==> config.mk <==
export PLATFORM = sky130hd
export DESIGN_NAME = fls_div
export DESIGN_NICKNAME = d
export VERILOG_FILES = /design/src/sv/fls_pkg.sv /design/src/sv/fls_div.sv
export SDC_FILE = /design/constraint.sdc
export NUM_CORES = 2
export LEC_CHECK = 0
export BUFFER_PORTS_ARGS = -buffer_cell sky130_fd_sc_hd__buf_4
export CORE_MARGIN = 2
export CORE_UTILIZATION = 55
export CTS_CLUSTER_SIZE = 30
export DETAILED_ROUTE_END_ITERATION = 12
export PLACE_DENSITY = 0.71
export SYNTH_ARGS = -nofsm -noshare
export SYNTH_HDL_FRONTEND = slang
export SYNTH_SLANG_ARGS = --single-unit
==> constraint.sdc <==
create_clock -name clk_i -period 6.4 [get_ports clk_i]
set_input_delay 0.64 -clock clk_i [delete_from_list [all_inputs] [get_ports clk_i]]
set_output_delay 0.64 -clock clk_i [all_outputs]
set_load 0.005 [all_outputs]
==> src/sv/fls_pkg.sv <==
// Shared constants, types and register codes for the flat Lambert shader.
package fls_pkg;

  // Vertex coordinate width; edges are narrowed when they would pass 31 bits.
  localparam int COORD_BITS = 16;
  localparam int EDGE_SHIFT = (COORD_BITS + 1 > 31) ? (COORD_BITS + 1 - 31) : 0;
  localparam int EDGE_W     = COORD_BITS + 1 - EDGE_SHIFT;
  localparam int PROD_W     = 2 * EDGE_W;
  localparam int CROSS_W    = PROD_W + 1;
  localparam int MAG_W      = CROSS_W;
  localparam int SHIFT_W    = $clog2(MAG_W);

  // Normalization and fixed point.
  localparam int NORM_TOP  = 19;
  localparam int FRAC_BITS = 14;
  localparam int LIGHT_W   = 16;
  localparam int COLOR_W   = 8;
  localparam int SCM_W     = NORM_TOP + 1;          // scaled magnitude
  localparam int SC_W      = SCM_W + 1;             // scaled signed component
  localparam int SQ_W      = 2 * SCM_W + 2;         // sum of squares
  localparam int DP_W      = SC_W + LIGHT_W;        // one dot term
  localparam int DOT_W     = DP_W + 2;              // dot product sum
  localparam int DIVD_W    = DOT_W - 1;             // positive dot product

  // Square root unit: root bits per stage.
  localparam int SQRT_PER_STG = 3;
  localparam int ROOT_W       = SQ_W / 2 + SQ_W % 2;
  localparam int SQRT_STAGES  = (ROOT_W + SQRT_PER_STG - 1) / SQRT_PER_STG;
  localparam int ROOT_PAD     = SQRT_STAGES * SQRT_PER_STG;
  localparam int SQ_PAD       = 2 * ROOT_PAD;
  localparam int LEN_W        = ROOT_PAD;

  // Divider: quotient bits per stage.
  localparam int DIV_PER_STG = 2;
  localparam int DIV_STAGES  = (DIVD_W - NORM_TOP + DIV_PER_STG - 1) / DIV_PER_STG;
  localparam int Q_W         = DIV_STAGES * DIV_PER_STG;

  localparam int NORM_STAGES  = 7;
  localparam int SHADE_STAGES = 2;

  // Configuration port.
  localparam int CFG_IDX_W  = 3;
  localparam int CFG_DATA_W = 16;

  typedef enum logic [CFG_IDX_W-1:0] {
    CFG_LIGHT_X    = 3'd0,
    CFG_LIGHT_Y    = 3'd1,
    CFG_LIGHT_Z    = 3'd2,
    CFG_BASE_RED   = 3'd3,
    CFG_BASE_GREEN = 3'd4,
    CFG_BASE_BLUE  = 3'd5,
    CFG_AMBIENT    = 3'd6
  } cfg_reg_e;

  localparam logic signed [LIGHT_W-1:0] LIGHT_X_RST = 16'sd0;
  localparam logic signed [LIGHT_W-1:0] LIGHT_Y_RST = 16'sd0;
  localparam logic signed [LIGHT_W-1:0] LIGHT_Z_RST = 16'sd16384;
  localparam logic [COLOR_W-1:0]        BASE_RST    = 8'd100;
  localparam logic [COLOR_W-1:0]        AMBIENT_RST = 8'd30;
  localparam logic [COLOR_W-1:0]        COLOR_MAX   = 8'd255;

  typedef struct packed {
    logic signed [LIGHT_W-1:0] x;
    logic signed [LIGHT_W-1:0] y;
    logic signed [LIGHT_W-1:0] z;
  } light_t;

  typedef struct packed {
    logic [COLOR_W-1:0] red;
    logic [COLOR_W-1:0] green;
    logic [COLOR_W-1:0] blue;
    logic [COLOR_W-1:0] ambient;
  } color_t;

  // Pipeline control between units.
  typedef struct packed {
    logic en;
    logic valid;
  } pipe_ctl_t;

endpackage

==> src/sv/fls_div.sv <==
// Pipelined restoring divider: dot product over normal length gives intensity.
module fls_div import fls_pkg::*; (
  input  logic              clk_i,
  input  logic              rst_ni,
  input  pipe_ctl_t         ctl_i,
  input  logic              pos_i,
  input  logic [DIVD_W-1:0] num_i,
  input  logic [LEN_W-1:0]  len_i,
  output logic              valid_o,
  output logic [Q_W-1:0]    inten_o
);

  typedef struct packed {
    logic [LEN_W:0]   rem;
    logic [Q_W-1:0]   dvd;
    logic [Q_W-1:0]   quo;
  } dvst_t;

  // One quotient bit: shift in a dividend bit, subtract if it fits.
  function automatic dvst_t dv_step(dvst_t a, logic [LEN_W-1:0] len);
    logic [LEN_W:0] r2;
    dvst_t          b;
    r2    = {a.rem[LEN_W-1:0], a.dvd[Q_W-1]};
    b.dvd = a.dvd << 1;
    if (r2 >= (LEN_W+1)'(len)) begin
      b.rem = r2 - (LEN_W+1)'(len);
      b.quo = {a.quo[Q_W-2:0], 1'b1};
    end else begin
      b.rem = r2;
      b.quo = {a.quo[Q_W-2:0], 1'b0};
    end
    return b;
  endfunction

  logic [DIV_STAGES-1:0] v_q;
  logic [DIV_STAGES-1:0] pos_q;
  logic [LEN_W-1:0]      len_q [DIV_STAGES];
  dvst_t                 st_q  [DIV_STAGES];
  dvst_t                 st_d  [DIV_STAGES];
  dvst_t                 init;

  // High dividend bits are below the length, so they seed the remainder.
  assign init.rem = (LEN_W+1)'(num_i >> Q_W);
  assign init.dvd = num_i[Q_W-1:0];
  assign init.quo = '0;

  for (genvar s = 0; s < DIV_STAGES; s++) begin : g_stg
    always_comb begin
      dvst_t            t;
      logic [LEN_W-1:0] l;
      t = (s == 0) ? init : st_q[(s == 0) ? 0 : s-1];
      l = (s == 0) ? len_i : len_q[(s == 0) ? 0 : s-1];
      for (int j = 0; j < DIV_PER_STG; j++) begin
        t = dv_step(t, l);
      end
      st_d[s] = t;
    end
  end

  always_ff @(posedge clk_i or negedge rst_ni) begin
    if (!rst_ni) begin
      v_q   <= '0;
      pos_q <= '0;
    end else if (ctl_i.en) begin
      v_q   <= {v_q[DIV_STAGES-2:0], ctl_i.valid};
      pos_q <= {pos_q[DIV_STAGES-2:0], pos_i};
    end
  end

  always_ff @(posedge clk_i) begin
    if (ctl_i.en) begin
      len_q[0] <= len_i;
      st_q[0]  <= st_d[0];
      for (int s = 1; s < DIV_STAGES; s++) begin
        len_q[s] <= len_q[s-1];
        st_q[s]  <= st_d[s];
      end
    end
  end

  assign valid_o = v_q[DIV_STAGES-1];
  assign inten_o = pos_q[DIV_STAGES-1] ? st_q[DIV_STAGES-1].quo : '0;

endmodule

==> metrics <==
status=completed; WL final=102,000 um; Yosys warning count=0; Fin Setup TNS=0 ns; TritonCTS Sinks=598; number of antenna violations at the first check in global routing=0; Vias/cell=around 5.9; CP Max Fanout=24; proportion of layout cells with a drive suffix above 1=0.158; worst setup margin=0.276 ns; DRC viols=0; placeable core region=77,100 sq um; largest net degree at the start of global routing=between 150 and 200; final setup violation count=0; Synth Area per Inst=10.6 sq um; critical path data required time=6.76 ns; arrival time worst endpoint=6.49 ns; Die Ht=roughly 280 um; number of standard-cell rows in the floorplan=102; number of H-tree branching levels=3; final weighted congestion in routability-driven placement=0.925; total half-perimeter wirelength after legalization and detailed placement=78,200 um; starting utilization of the core area=0.554; leftover overflow at the end of global routing=0; commonest non-fill, non-tap cell in the layout=sky130_fd_sc_hd__edfxtp_1; Placed Area=45,400 sq um; TritonRoute pass-1 iters=6; sort of element at the end of the critical path=register; worst relative slew slack=0.247; Top Ports=85; count of flip-flops with a built-in enable after synthesis=578; clock input transition at the sequential cells of the worst setup and hold paths=0.06 ns; commonest non-fill, non-tap cells in the layout=sky130_fd_sc_hd__edfxtp_1 (578), sky130_fd_sc_hd__ha_1 (418), sky130_fd_sc_hd__inv_1 (328), sky130_fd_sc_hd__a21oi_1 (327), sky130_fd_sc_hd__mux2_2 (288); Die Footprint=roughly 80,000 sq um; crit path kind=reg2reg; number of global-route vias before repair=29,756; highest clock rate=163 MHz; first-pass GRT wire length=159,000 um; count of final hold-check violations=0; ANT nets after route=0; routed wire length per instance=19.1 um; fraction of registers with async set or reset after synthesis=0.0334; number of nets in the synthesized netlist=between 4,000 and 5,000; clock network latency to the later pin of the worst-skew pair=0.64 ns; drt initial violations=between 2,000 and 3,000; Design Area, Final=around 48,000 sq um; Min Clock Period, post-route=6.12 ns; number of buffers inserted by port buffering=84; layout net count=4,743; worst hold path type=in2reg; number of flip-flops and latches in the synthesized netlist=598; number of buffers on the longest clock path=3; die width=283 um; sequential fraction of the synthesis area=0.418; max-slew violations=0; worst-case setup slack after placement=-0.00170 ns; share of the clock period used by the worst path=0.957; number of max-capacitance violations reported=0; clock root cell=sky130_fd_sc_hd__clkbuf_16; CTS tree=done; via count=31,484; skew final=about 0.028 ns; Post-Synthesis Cell Area=42,700 sq um; Primary FF master, synth=sky130_fd_sc_hd__edfxtp_1; startpoint type of the worst setup path=register; Netlist cell types=96; CTS Buf Count=69; Final Util=0.622; Layout Area Growth over Synthesis=12.3%; slew of the pin with the lowest slew margin=1.13 ns; gate count of the mapped netlist=4,017; overall global routing resource usage=0.252
## final cells by class
type	count	area, sq um
Fill cell	6354	29200
Multi-Input combinational cell	3024	23400
Sequential cell	598	17900
Clock buffer	87	1850
Timing Repair Buffer	219	1820
Tap cell	1040	1300
Inverter	330	1240
Clock inverter	39	457
Antenna cell	1	2.50
## per-layer routing
| layer | track usage | vias up | wire length (um) |
|---|---|---|---|
| met5 | 0 | - | 0 |
| met4 | 0.0760 | 0 | 2830 |
| met3 | 0.0354 | 149 | 5220 |
| met2 | 0.391 | 820 | 44900 |
| met1 | 0.367 | 14946 | 48700 |
| li1 | - | 15569 | - |
## sequential cells by signal, summed over array words and instances (netlist names)
signal	cells
st_q	389
len_q	189
pos_q	10
v_q	10
## timing repair
item	CTS	global route
hold buffers	1	0
buffers inserted	0	7
hold endpoints to repair	20	0
setup endpoints to repair	5	123
pin swaps	0	4
gates cloned	0	1
gates resized for setup	1	21
## kinds of logic after synthesis
group                      synth area share
xor gates and xnor gates             0.0624
buffers and inverters                0.0367
AOI/OAI and AO/OA                     0.165
and+or+nand+nor                       0.104
DFF                                   0.418
muxes                                0.0820
adders and majority gates             0.131
## path summary, 6_finish.rpt
kind | startpoint | end | slack [ns] | cells after the start
max in group asynchronous | rst_ni | pos_q[6] | 5.75 | 2
setup reg to reg | len_q[2][2] | st_q[3][42] | 0.28 | 22
hold / removal | num_i[16] | st_q[0][36] | 0.18 | 1
min in group asynchronous | rst_ni | v_q[8] | 0.44 | 2
setup / recovery | len_q[2][2] | st_q[3][42] | 0.28 | 22
hold reg to reg | st_q[2][33] | st_q[3][35] | 0.40 | 0
## cell usage after synthesis (all sizes together) (28+ instances only)
cell type | n | share of area
and3 | 32 | 0.0047
nand4 | 59 | 0.0086
nor2b | 41 | 0.0060
ha | 418 | 0.12
a211oi | 44 | 0.0080
nor2 | 230 | 0.021
xor2 | 94 | 0.019
nor3 | 99 | 0.012
clkbuf | 33 | 0.0030
a21oi | 332 | 0.039
nand2 | 203 | 0.018
a21o | 151 | 0.027
inv | 330 | 0.029
o21bai | 35 | 0.0062
buf | 32 | 0.0047
edfxtp | 578 | 0.41
nand3 | 59 | 0.0069
xnor2 | 210 | 0.043
o21ai | 202 | 0.024
nand2b | 45 | 0.0066
a31oi | 38 | 0.0056
mux2 | 291 | 0.077
o31ai | 28 | 0.0052
o21a | 55 | 0.0097
## per-stage QoR
stage	hold slack, ns	cells
after floorplan	0.344	4017
after global placement	0.402	5202
after detailed placement	0.405	5202
after CTS	0.148	5329
after global routing	0.150	5337
final	0.175	5338
## critical path, stage by stage (launching register included)
cell	delay, ns
sky130_fd_sc_hd__edfxtp_1	0.52
sky130_fd_sc_hd__inv_1	0.14
sky130_fd_sc_hd__ha_1	0.41
sky130_fd_sc_hd__a211oi_1	0.13
sky130_fd_sc_hd__o21ai_0	0.32
sky130_fd_sc_hd__a2111oi_1	0.15
sky130_fd_sc_hd__buf_4	0.17
sky130_fd_sc_hd__o31ai_1	0.48
sky130_fd_sc_hd__a21oi_1	0.19
sky130_fd_sc_hd__o211ai_1	0.18
sky130_fd_sc_hd__buf_4	0.16
sky130_fd_sc_hd__buf_6	0.23
sky130_fd_sc_hd__mux2_2	0.40
sky130_fd_sc_hd__ha_1	0.32
sky130_fd_sc_hd__nand4_1	0.14
sky130_fd_sc_hd__nor2_1	0.09
sky130_fd_sc_hd__a221o_1	0.35
sky130_fd_sc_hd__nand3b_1	0.19
sky130_fd_sc_hd__a31oi_1	0.29
sky130_fd_sc_hd__o21ai_0	0.17
sky130_fd_sc_hd__a211o_1	0.31
sky130_fd_sc_hd__buf_12	0.18
sky130_fd_sc_hd__mux2_2	0.30
Power is not shown: default switching activity piles up to over one toggle a cycle in this logic, so the estimate is an artifact.
