===== src/sv/fls_pkg.sv =====
// Shared constants, types and register codes for the flat Lambert shader.
package fls_pkg;

  // Vertex coordinate width; edges are narrowed when they would pass 31 bits.
  localparam int COORD_BITS = 16;
  localparam int EDGE_SHIFT = (COORD_BITS + 1 > 31) ? (COORD_BITS + 1 - 31) : 0;
  localparam int EDGE_W     = COORD_BITS + 1 - EDGE_SHIFT;
  localparam int PROD_W     = 2 * EDGE_W;
  localparam int CROSS_W    = PROD_W + 1;
  localparam int MAG_W      = CROSS_W;
  localparam int SHIFT_W    = $clog2(MAG_W);

  // Normalization and fixed point.
  localparam int NORM_TOP  = 19;
  localparam int FRAC_BITS = 14;
  localparam int LIGHT_W   = 16;
  localparam int COLOR_W   = 8;
  localparam int SCM_W     = NORM_TOP + 1;          // scaled magnitude
  localparam int SC_W      = SCM_W + 1;             // scaled signed component
  localparam int SQ_W      = 2 * SCM_W + 2;         // sum of squares
  localparam int DP_W      = SC_W + LIGHT_W;        // one dot term
  localparam int DOT_W     = DP_W + 2;              // dot product sum
  localparam int DIVD_W    = DOT_W - 1;             // positive dot product

  // Square root unit: root bits per stage.
  localparam int SQRT_PER_STG = 3;
  localparam int ROOT_W       = SQ_W / 2 + SQ_W % 2;
  localparam int SQRT_STAGES  = (ROOT_W + SQRT_PER_STG - 1) / SQRT_PER_STG;
  localparam int ROOT_PAD     = SQRT_STAGES * SQRT_PER_STG;
  localparam int SQ_PAD       = 2 * ROOT_PAD;
  localparam int LEN_W        = ROOT_PAD;

  // Divider: quotient bits per stage.
  localparam int DIV_PER_STG = 2;
  localparam int DIV_STAGES  = (DIVD_W - NORM_TOP + DIV_PER_STG - 1) / DIV_PER_STG;
  localparam int Q_W         = DIV_STAGES * DIV_PER_STG;

  localparam int NORM_STAGES  = 7;
  localparam int SHADE_STAGES = 2;

  // Configuration port.
  localparam int CFG_IDX_W  = 3;
  localparam int CFG_DATA_W = 16;

  typedef enum logic [CFG_IDX_W-1:0] {
    CFG_LIGHT_X    = 3'd0,
    CFG_LIGHT_Y    = 3'd1,
    CFG_LIGHT_Z    = 3'd2,
    CFG_BASE_RED   = 3'd3,
    CFG_BASE_GREEN = 3'd4,
    CFG_BASE_BLUE  = 3'd5,
    CFG_AMBIENT    = 3'd6
  } cfg_reg_e;

  localparam logic signed [LIGHT_W-1:0] LIGHT_X_RST = 16'sd0;
  localparam logic signed [LIGHT_W-1:0] LIGHT_Y_RST = 16'sd0;
  localparam logic signed [LIGHT_W-1:0] LIGHT_Z_RST = 16'sd16384;
  localparam logic [COLOR_W-1:0]        BASE_RST    = 8'd100;
  localparam logic [COLOR_W-1:0]        AMBIENT_RST = 8'd30;
  localparam logic [COLOR_W-1:0]        COLOR_MAX   = 8'd255;

  typedef struct packed {
    logic signed [LIGHT_W-1:0] x;
    logic signed [LIGHT_W-1:0] y;
    logic signed [LIGHT_W-1:0] z;
  } light_t;

  typedef struct packed {
    logic [COLOR_W-1:0] red;
    logic [COLOR_W-1:0] green;
    logic [COLOR_W-1:0] blue;
    logic [COLOR_W-1:0] ambient;
  } color_t;

  // Pipeline control between units.
  typedef struct packed {
    logic en;
    logic valid;
  } pipe_ctl_t;

endpackage


===== src/sv/fls_shade.sv =====
// Color scaling by intensity, ambient add and saturation; holds the output register.
module fls_shade import fls_pkg::*; (
  input  logic               clk_i,
  input  logic               rst_ni,
  input  pipe_ctl_t          ctl_i,
  input  logic [Q_W-1:0]     inten_i,
  input  color_t             color_i,
  output logic               valid_o,
  output logic [COLOR_W-1:0] rgb_o [3]
);

  localparam int PRD_W = COLOR_W + Q_W;
  localparam int SUM_W = PRD_W - FRAC_BITS + 1;

  logic [SHADE_STAGES-1:0] v_q;
  logic [PRD_W-1:0]        prd_q [3];
  logic [COLOR_W-1:0]      rgb_q [3];
  logic [COLOR_W-1:0]      base  [3];

  assign base[0] = color_i.red;
  assign base[1] = color_i.green;
  assign base[2] = color_i.blue;

  always_ff @(posedge clk_i or negedge rst_ni) begin
    if (!rst_ni) begin
      v_q <= '0;
    end else if (ctl_i.en) begin
      v_q <= {v_q[SHADE_STAGES-2:0], ctl_i.valid};
    end
  end

  // Multiply, then drop fraction, add ambient and clip.
  always_ff @(posedge clk_i) begin
    logic [SUM_W-1:0] sum;
    if (ctl_i.en) begin
      for (int k = 0; k < 3; k++) begin
        prd_q[k] <= PRD_W'(base[k]) * PRD_W'(inten_i);
        sum      = SUM_W'(prd_q[k] >> FRAC_BITS) + SUM_W'(color_i.ambient);
        rgb_q[k] <= (sum > SUM_W'(COLOR_MAX)) ? COLOR_MAX : sum[COLOR_W-1:0];
      end
    end
  end

  assign valid_o = v_q[SHADE_STAGES-1];
  assign rgb_o   = rgb_q;

endmodule


===== config.mk =====
export PLATFORM = sky130hd
export DESIGN_NAME = fls_shade
export DESIGN_NICKNAME = d
export VERILOG_FILES = /design/src/sv/fls_pkg.sv /design/src/sv/fls_shade.sv
export SDC_FILE = /design/constraint.sdc
export NUM_CORES = 1
export LEC_CHECK = 0
export BUFFER_PORTS_ARGS = -buffer_cell sky130_fd_sc_hd__buf_2
export CORE_ASPECT_RATIO = 0.5
export CORE_MARGIN = 4
export CORE_UTILIZATION = 40
export DETAILED_ROUTE_END_ITERATION = 16
export SYNTH_ARGS = -nofsm -noshare
export SYNTH_HDL_FRONTEND = slang
export SYNTH_SLANG_ARGS = --single-unit

===== constraint.sdc =====
create_clock -name clk_i -period 3.4 [get_ports clk_i]
set_input_delay 0.34 -clock clk_i [delete_from_list [all_inputs] [get_ports clk_i]]
set_output_delay 0.34 -clock clk_i [all_outputs]
set_load 0.02 [all_outputs]

==> run summary, run 1 <==
The run finished, with violations left. The final reports fail on negative setup slack. The worst hold path begins at ctl_i[0]. The design internal power is 9180 uW. The count of antenna-violating nets left after detailed routing came out at 0.

The count of endpoints failing hold in the final timing report came out at 0. In this run the worst setup path begins at color_i[18]. In this run the mean area of a mapped cell was 9.50 um^2. The slack of the worst reg-to-reg path came out at 240 ps.

The final cycle utilization of the critical path came out at 1.29. Setup repair after global routing could not meet its margin everywhere. The remaining design rule violation count is 0. The chip height is 155 um. In this run the worst path has a maximum fanout of 7. The path class of the lowest-slack min-delay path is primary input to flop. The number of antenna violations at the first check in global routing was 3. Walking the worst path, the cells encountered are buf_12 > and2_4 > fa_1 > fa_1 > fa_1 > inv_1 > fa_1 > inv_2 > ha_4 > a211o_1 > a21oi_2 > a21boi_2 > buf_4 > or3_4 > a21oi_4 > o21bai_1 > xor2_1. No sink is reached through more buffers than the 2 on the longest clock path.

The root cell of the clock tree is sky130_fd_sc_hd__clkbuf_16. The quantity of I/O buffers inserted on ports came out at 80. Of the total power, registers draw 0.105. The filler cells instantiated in the layout total 3763. The first global-routing pass estimated 71200 um of wire. Power spread over the standard cell area amounts to 754 nW/um^2. Leaving out fill and tap cells, the most frequent cell in the layout is sky130_fd_sc_hd__fa_1. After layout, the minimum clock period comes to 4400 ps. The maximum level of the CTS H-tree came out at 3. The total number of placement rows came out at 53. Data arrives at the worst endpoint at 4540 ps. The sequential fraction of the synthesis area came out at 0.118. The number of DRC markers after the initial detailed-route iteration came out at 629. The final count of pins violating max slew is 0. The flip-flop and latch area came out at 2030 um^2. The largest area contributor in the synthesized netlist is sky130_fd_sc_hd__fa_1. The worst voltage drop across the vdd grid came out at 0.444 mV. In this run the critical register-to-register path is launched from prd_q[0][70]. The fraction of power spent switching nets is 0.451. The kind of end point of the critical path is a flop. The Yosys warning count came out at 0. TritonCTS created 9 clock buffers. After clock tree synthesis, the clock-pin slew on the worst setup and hold paths is 60 ps. TritonCTS built the clock tree. The clock tree skew after final layout is 7.74 ps. Adding up every negative setup slack in the final design gives -35990 ps.

The first detailed-routing pass ran for 5 iterations. For this run, the total global-route usage over all layers was measured as 0.188. Counting flops and latches in the post-synthesis netlist gives 68. The detailed placement HPWL came out at 35200 um. The worst path required time came out at 3540 ps. Summed over all layers, the routed wires come to 42700 um.

The worst hold path passes through 2 cells. The netlist area before placement is 17200 um^2. CTS saw 68 sinks. The routability congestion estimate from global placement is 0.829. The relative area change from synthesis to final layout came out at 28.9%. In the layout the commonest cells are 307 x sky130_fd_sc_hd__fa_1, 293 x sky130_fd_sc_hd__inv_1, 286 x sky130_fd_sc_hd__and2_1, 236 x sky130_fd_sc_hd__buf_4, 152 x sky130_fd_sc_hd__nand2_1. The largest single stage delay on the critical path is 510 ps. The die is 301 um wide. The clock group share of total power is 0.062. The repair_antennas step left the layout with diodes totalling 0.

The analysis attributes to cell leakage a power of 0.0106 uW. Measured against its own limit, the worst slew margin works out to 0.588. The pin count of the biggest net entering global routing is 69.

The residual overflow from global routing is 0. The total power of the final layout came out at 16700 uW. At the later pin of the worst-skew pair, clock insertion delay measures 340 ps. The total I/O pin count is 81. By startpoint and endpoint, the worst setup path is classified as primary input to flop. For this configuration, the core starts out at a cell density of 0.407. The multi-input combinational cells in the finished layout cover a total of 14700 um^2.

Among the stages of the critical path, the cell type that occurs most often is sky130_fd_sc_hd__fa_1. The ratio of cells with drive above 1 in the final layout is 0.279. Of the post-synthesis cell area, the dominant cell type holds 0.377.

The reported max-cap violation count came out at 0. The count of different cell masters after synthesis is 70. In this run the critical register-to-register path is captured at rgb_o[0]. The maximum clock frequency is 227 MHz. Among all flip-flop cells after synthesis, the most frequent one is sky130_fd_sc_hd__edfxtp_1. The combinational power share is 0.833. The switching power came out at 7540 uW. The path with the worst hold slack has its endpoint at v_q[0]. The area inside the core boundary is 42200 um^2.

Counting every instance in the synthesized netlist gives 1810. The final-report setup violation count came out at 42. Synthesis produced a netlist with a net count of 2349. The via count is 12903. The utilization of the core after routing is 0.525. The number of enable-type register cells in the synthesized netlist came out at 66. The detail-routed via count per cell is 4.81. For the worst flop-to-flop path, the logic depth is 10. The type of element launching the critical path is a primary input. By area the synthesized netlist is led by sky130_fd_sc_hd__fa_1 38%, sky130_fd_sc_hd__and2_1 12%, sky130_fd_sc_hd__ha_1 12%. The worst path setup slack after routing came out at -996 ps. The via count of the first global-routing pass came out at 13547. The final layout net count came out at 2639. The proportion of synthesized flip-flops having asynchronous set or reset came out at 0.0294. The slowest stage of the critical path is the sky130_fd_sc_hd__fa_1 cell. The die covers 46600 um^2. The transition time at the pin with the least slew margin came out at 619 ps. The average wire per standard cell came out at 15.9 um.
## repair_timing
item | 4_1_cts | 5_1_grt
resized for setup | 195 | 121
setup buffers | 31 | 22
setup endpoints to repair | 42 | 42
gates cloned | 4 | 2
hold buffers | 1 | 0
endpoints found under the hold margin | 2 | 0
pin swaps | 83 | 100
## worst max-delay path by stage
| stage | endpoint | cells after the start |
|---|---|---|
| 5_1_grt | prd_q[0][54] | 19 |
| 2_1_floorplan | prd_q[0][54] | 17 |
| 6_report | prd_q[0][45] | 17 |
| 4_1_cts | prd_q[0][45] | 17 |
| 3_3_place_gp | prd_q[0][53] | 19 |
| 3_5_place_dp | prd_q[0][54] | 19 |
## synth_stat cells, types with 7 or more instances
cell type / count
sky130_fd_sc_hd__nand4_1: 9
sky130_fd_sc_hd__nor3_1: 16
sky130_fd_sc_hd__fa_1: 324
sky130_fd_sc_hd__nand2_1: 157
sky130_fd_sc_hd__and2_1: 336
sky130_fd_sc_hd__nand3_1: 32
sky130_fd_sc_hd__o21bai_1: 12
sky130_fd_sc_hd__a211oi_1: 7
sky130_fd_sc_hd__or3_1: 11
sky130_fd_sc_hd__xnor2_1: 32
sky130_fd_sc_hd__a21oi_1: 48
sky130_fd_sc_hd__o21a_1: 12
sky130_fd_sc_hd__nor2_1: 30
sky130_fd_sc_hd__a21o_1: 23
sky130_fd_sc_hd__xor2_1: 21
sky130_fd_sc_hd__ha_1: 159
sky130_fd_sc_hd__o21ai_0: 19
sky130_fd_sc_hd__o211ai_1: 7
sky130_fd_sc_hd__inv_1: 307
sky130_fd_sc_hd__clkbuf_1: 87
sky130_fd_sc_hd__nand3b_1: 9
sky130_fd_sc_hd__edfxtp_1: 66
## metrics by stage
stage / hold slack, ps / cells / setup WS (ps) / cell area, um^2
final: 232 / 2682 / -996 / 22200
after global routing: 224 / 2682 / -1130 / 22200
after detailed placement: 132 / 2631 / -1580 / 20200
after floorplan: 44.4 / 1810 / -1200 / 17600
after CTS: 219 / 2665 / -1000 / 21600
after global placement: 126 / 2631 / -1540 / 20200
## cell families after synthesis
logic type	synth area share
adders and majority gates	0.493
and+or+nand+nor	0.204
buffers and inverters	0.0867
muxes	0.00371
DFF	0.118
AOI/OAI and AO/OA	0.0677
xor gates and xnor gates	0.0270
## power groups by stage
stage	logic (uW)	clock network [uW]	registers [uW]
after floorplan	7060	0	1700
after global placement	11800	0	1750
after detailed placement	11900	0	1770
after CTS	13100	1060	1750
after global routing	15400	1100	1790
final	13900	1040	1760
## per-layer routing
layer	share of wire	wire length (um)	GRT usage	vias up
met2	0.44	18900	0.293	214
met5	0.00082	35	0	-
met3	0.048	2050	0.0318	32
li1	-	-	-	6223
met1	0.50	21500	0.285	6428
met4	0.0065	277	0.0198	6
## sequential cells by signal, summed over array words and instances (netlist names)
register / flops
rgb_o: 24
v_q: 2
prd_q: 42
## critical path, delay by kind of cell
kind / cells / cell delay [ps]
and+or+nand+nor: 2 / 560
buffers and inverters: 4 / 370
xor gates and xnor gates: 1 / 270
AOI/OAI and AO/OA: 5 / 790
adders and majority gates: 5 / 2200
## final cells by class
class,count,area share
Clock buffer,9,0.0102
Clock inverter,7,0.00446
Inverter,307,0.0520
Multi-Input combinational cell,1346,0.662
Sequential cell,68,0.0917
Tap cell,577,0.0326
Timing Repair Buffer,368,0.147
(Power assumes the default switching activity.)
==> run 2: changes to the inputs <==
ABC_AREA = 1   (was unset)
ABC_CLOCK_PERIOD_IN_PS = 3400   (was unset)
==> run summary, run 2 <==
The synthesized area per cell came out at 7.06 um^2 (-26%). The routability congestion estimate from global placement is 0.900 (+8.6%). The reported max-cap violation count came out at 0 (unchanged). The netlist area before placement is 19900 um^2 (+16%). Leaving out fill and tap cells, the most frequent cell in the layout is sky130_fd_sc_hd__nand2_1.

The final-report setup violation count came out at 42 (unchanged). The count of different cell masters after synthesis is 36 (-49%). The die footprint came out at 53600 um^2 (+15%). The maximum number of buffers from clock root to sink is 2 (unchanged). The time the worst path needs with I/O delays and setup is 3920 ps (-473 ps). Leaving out fill and tap cells, the most frequent cells in the layout are 729 x sky130_fd_sc_hd__nand2_1, 721 x sky130_fd_sc_hd__inv_1, 297 x sky130_fd_sc_hd__fa_1, 278 x sky130_fd_sc_hd__buf_4. The worst setup path is captured at a flop. The detailed placement HPWL came to 47400 um (+35%). Among the stages of the critical path, the cell type that occurs most often is sky130_fd_sc_hd__fa_1. The proportion of synthesized flip-flops having asynchronous set or reset was 0.0294 (unchanged). The sequential fraction of the synthesis area is 0.102 (-0.0160). The total track usage came to 0.225 (+0.0368). The effective utilization at floorplan came out at 0.407 (about the same).

The number of enable-type register cells in the synthesized netlist was 66 (unchanged). The worst path setup slack after routing is -523 ps (+473 ps). The worst voltage drop across the vdd grid came out at 0.543 mV (+22%). The largest area contributor in the synthesized netlist is sky130_fd_sc_hd__fa_1. The leakage power of the design came out at 0.0158 uW (+48%).

The most common cell in the synthesized netlist is sky130_fd_sc_hd__nand2_1. The number of DRC markers after the initial detailed-route iteration is 1081 (+72%). The normalized max-slew margin came to 0.390 (-0.198). Setup repair after global routing could not meet its margin everywhere.

The chip height is 166 um (+7.2%). The number of antenna violations at the first check in global routing was 0 (-3). The count of endpoints failing hold in the final timing report is 0 (unchanged).

The remaining design rule violation count came out at 0 (unchanged). The via count of the first global-routing pass is 19011 (+40%). The utilization of the core after routing is 0.569 (+0.0437). The maximum level of the CTS H-tree came to 3 (unchanged). The global-route wire length before repair came to 96100 um (+35%). The area inside the core boundary is 48900 um^2 (+16%). The chip width came out at 323 um (+7.4%). The checks that failed: negative setup slack. The path class of the tightest hold or removal check is primary input to flop.

The clock buffer count from CTS came out at 9 (unchanged). The type of element launching the critical path is a primary input. Ranked by total cell area, the synthesized netlist is headed by sky130_fd_sc_hd__fa_1 33%, sky130_fd_sc_hd__nand2_1 17%, sky130_fd_sc_hd__inv_1 15%.

The ratio of cells with drive above 1 in the final layout is 0.308 (+0.0295). The count of antenna-violating nets left after detailed routing is 0 (unchanged). Walking the worst path, the cells encountered are buf_6 > buf_12 > buf_12 > nand2_4 > inv_2 > fa_1 > fa_2 > fa_1 > inv_1 > fa_1 > inv_2 > ha_4 > buf_6 > nand2_4 > nor3_2 > nand2_1 > nand2_2 > nand2_2 > nand3_1 > nand2_1. The highest net fanout along the worst path is 8 (+1).

The detail-routed via count per cell came out at 4.82 (+0.13%). The clock group share of total power came to 0.042 (-0.020). The residual overflow from global routing was 0 (unchanged). The relative area change from synthesis to final layout is 39.6%. The kind of critical path is primary input to flop. The area share of the leading cell type in the synthesized netlist was 0.326 (-0.0512). The top register by number of flip-flops is prd_q. The number of buffers and inverters on the critical path is 7 (+3). The number of diodes added for antenna fixing was 0 (unchanged). The total I/O pin count is 81 (unchanged). The average wire per standard cell is 16.2 um (+1.9%).

The flow ran to the end, but the final reports show violations. The iteration count of the initial detailed-routing pass was 5 (unchanged). The final count of pins violating max slew is 0 (unchanged). The signal arrival time at the worst endpoint was 4030 ps (-510 ps). The maximum clock frequency came out at 255 MHz (+12%). The power per standard cell area came to 895 nW/um^2 (+19%). The count of state elements after synthesis is 68 (unchanged). The transition time at the pin with the least slew margin came to 915 ps (+297 ps). The final wirelength came out at 62400 um (+46%).

The worst path required time was 3510 ps (-30 ps). The synthesized netlist net count is 3360 (+43%). The cell family contributing the most delay on the critical path is adder cells. The insertion delay of the later-clocked pin in the worst-skew pair is 380 ps (+40 ps). The Yosys warning count is 0 (unchanged). The tree is rooted in a sky130_fd_sc_hd__clkbuf_16. The largest individual stage delay along the critical path comes from the cell sky130_fd_sc_hd__fa_1.

The setup TNS after final layout came to -17030 ps (+18960 ps). The post-CTS clock slew at the launch and capture registers of the worst setup and hold paths is 60 ps (about the same). The total clock sinks came out at 68 (unchanged). The final layout net count came to 3735 (+42%). The delay contributed by the slowest stage of the critical path is 540 ps (+30 ps). The CTS tree is yes. The final cycle utilization of the critical path is 1.15 (-0.139). The clock tree skew after final layout came to 13.9 ps (+6.19 ps). After synthesis, the most frequently instantiated cells are 877 x sky130_fd_sc_hd__nand2_1, 809 x sky130_fd_sc_hd__inv_1, 324 x sky130_fd_sc_hd__fa_1, 159 x sky130_fd_sc_hd__ha_1, 125 x sky130_fd_sc_hd__nand3_1. The total number of placement rows is 57 (+7.5%). The quantity of I/O buffers inserted on ports came out at 80 (unchanged). The flip-flop count of the largest register, all copies and words added came out at 42 (unchanged).

The share of power burned in registers came out at 0.076 (-0.029). The fraction of power spent switching nets is 0.516 (+0.0652). The switching power is 12800 uW (+70%). The via count came out at 18547 (+44%). Among all flip-flop cells after synthesis, the most frequent one is sky130_fd_sc_hd__edfxtp_1.

The design internal power was 12000 uW (+31%). The combinational power share came out at 0.882 (+0.049). The number of instances in the synthesized netlist came out at 2821 (+56%). The slack of the worst reg-to-reg path came out at 760 ps (+520 ps).

The pin count of the biggest net entering global routing is 41 (-41%).
[run 2: power by group through the flow]
stage	sequential, uW	combinational [uW]	clock (uW)
detailed placement	1900	16500	0
global placement	1900	16300	0
CTS	1880	18900	1050
floorplan	1660	10900	0
finish	1890	21900	1040
global route	1920	23900	1100
[run 2: logic make-up (layout without fill, tap and decap cells)]
kind of cell / Yosys count / count (layout) / share of synthesized area
and+or+nand+nor: 1197 / 1197 / 0.246
buffers and inverters: 897 / 1277 / 0.170
adders and majority gates: 483 / 483 / 0.426
AOI/OAI and AO/OA: 142 / 142 / 0.0407
DFF: 68 / 68 / 0.102
xor gates and xnor gates: 34 / 34 / 0.0150
[run 2: final timing paths]
path,endpoint,startpoint,cells after the start
max in group asynchronous,v_q[1],rst_ni,2
max reg2reg,rgb_o[18],prd_q[0][14],9
max,prd_q[0][79],color_i[15],20
min reg2reg,v_q[1],v_q[0],2
min,v_q[0],ctl_i[0],3
min in group asynchronous,v_q[0],rst_ni,2
[run 2: worst min-delay path: stages]
cell and delay, ps:
sky130_fd_sc_hd__buf_2 80, sky130_fd_sc_hd__nand2_1 40, sky130_fd_sc_hd__o21ai_0 60
[run 2: stage by stage]
step / power [uW] / hold WS [ps] / setup slack [ps] / instance area (um^2) / std cells
after global placement: 18200 / 124 / -1090 / 24200 / 3755
after floorplan: 12500 / 44.4 / -457 / 21300 / 2821
after global routing: 27000 / 193 / -602 / 27800 / 3850
after CTS: 21800 / 180 / -462 / 26100 / 3811
after detailed placement: 18400 / 126 / -1100 / 24200 / 3755
final: 24900 / 194 / -523 / 27800 / 3850
[run 2: timing repair]
| item | CTS | global route |
|---|---|---|
| setup buffers | 38 | 31 |
| hold buffers | 1 | 0 |
| cloned | 5 | 10 |
| hold endpoints to repair | 2 | 0 |
| pin swaps | 121 | 157 |
| resized for setup | 320 | 338 |
| endpoints found under the setup margin | 42 | 42 |
[run 2: metal layers]
layer  track usage  routed length [um]
met1         0.296               27100
met2         0.384               29500
met5             0                   0
met4        0.0599                1790
met3        0.0381                4090
[run 2: cell type report]
type	instances	area [um^2]
Multi-Input combinational cell	1856	17100
Sequential cell	68	2030
Inverter	809	3060
Clock inverter	7	81.3
Timing Repair Buffer	452	4500
Clock buffer	9	225
Tap cell	649	812
Fill cell	4333	21100
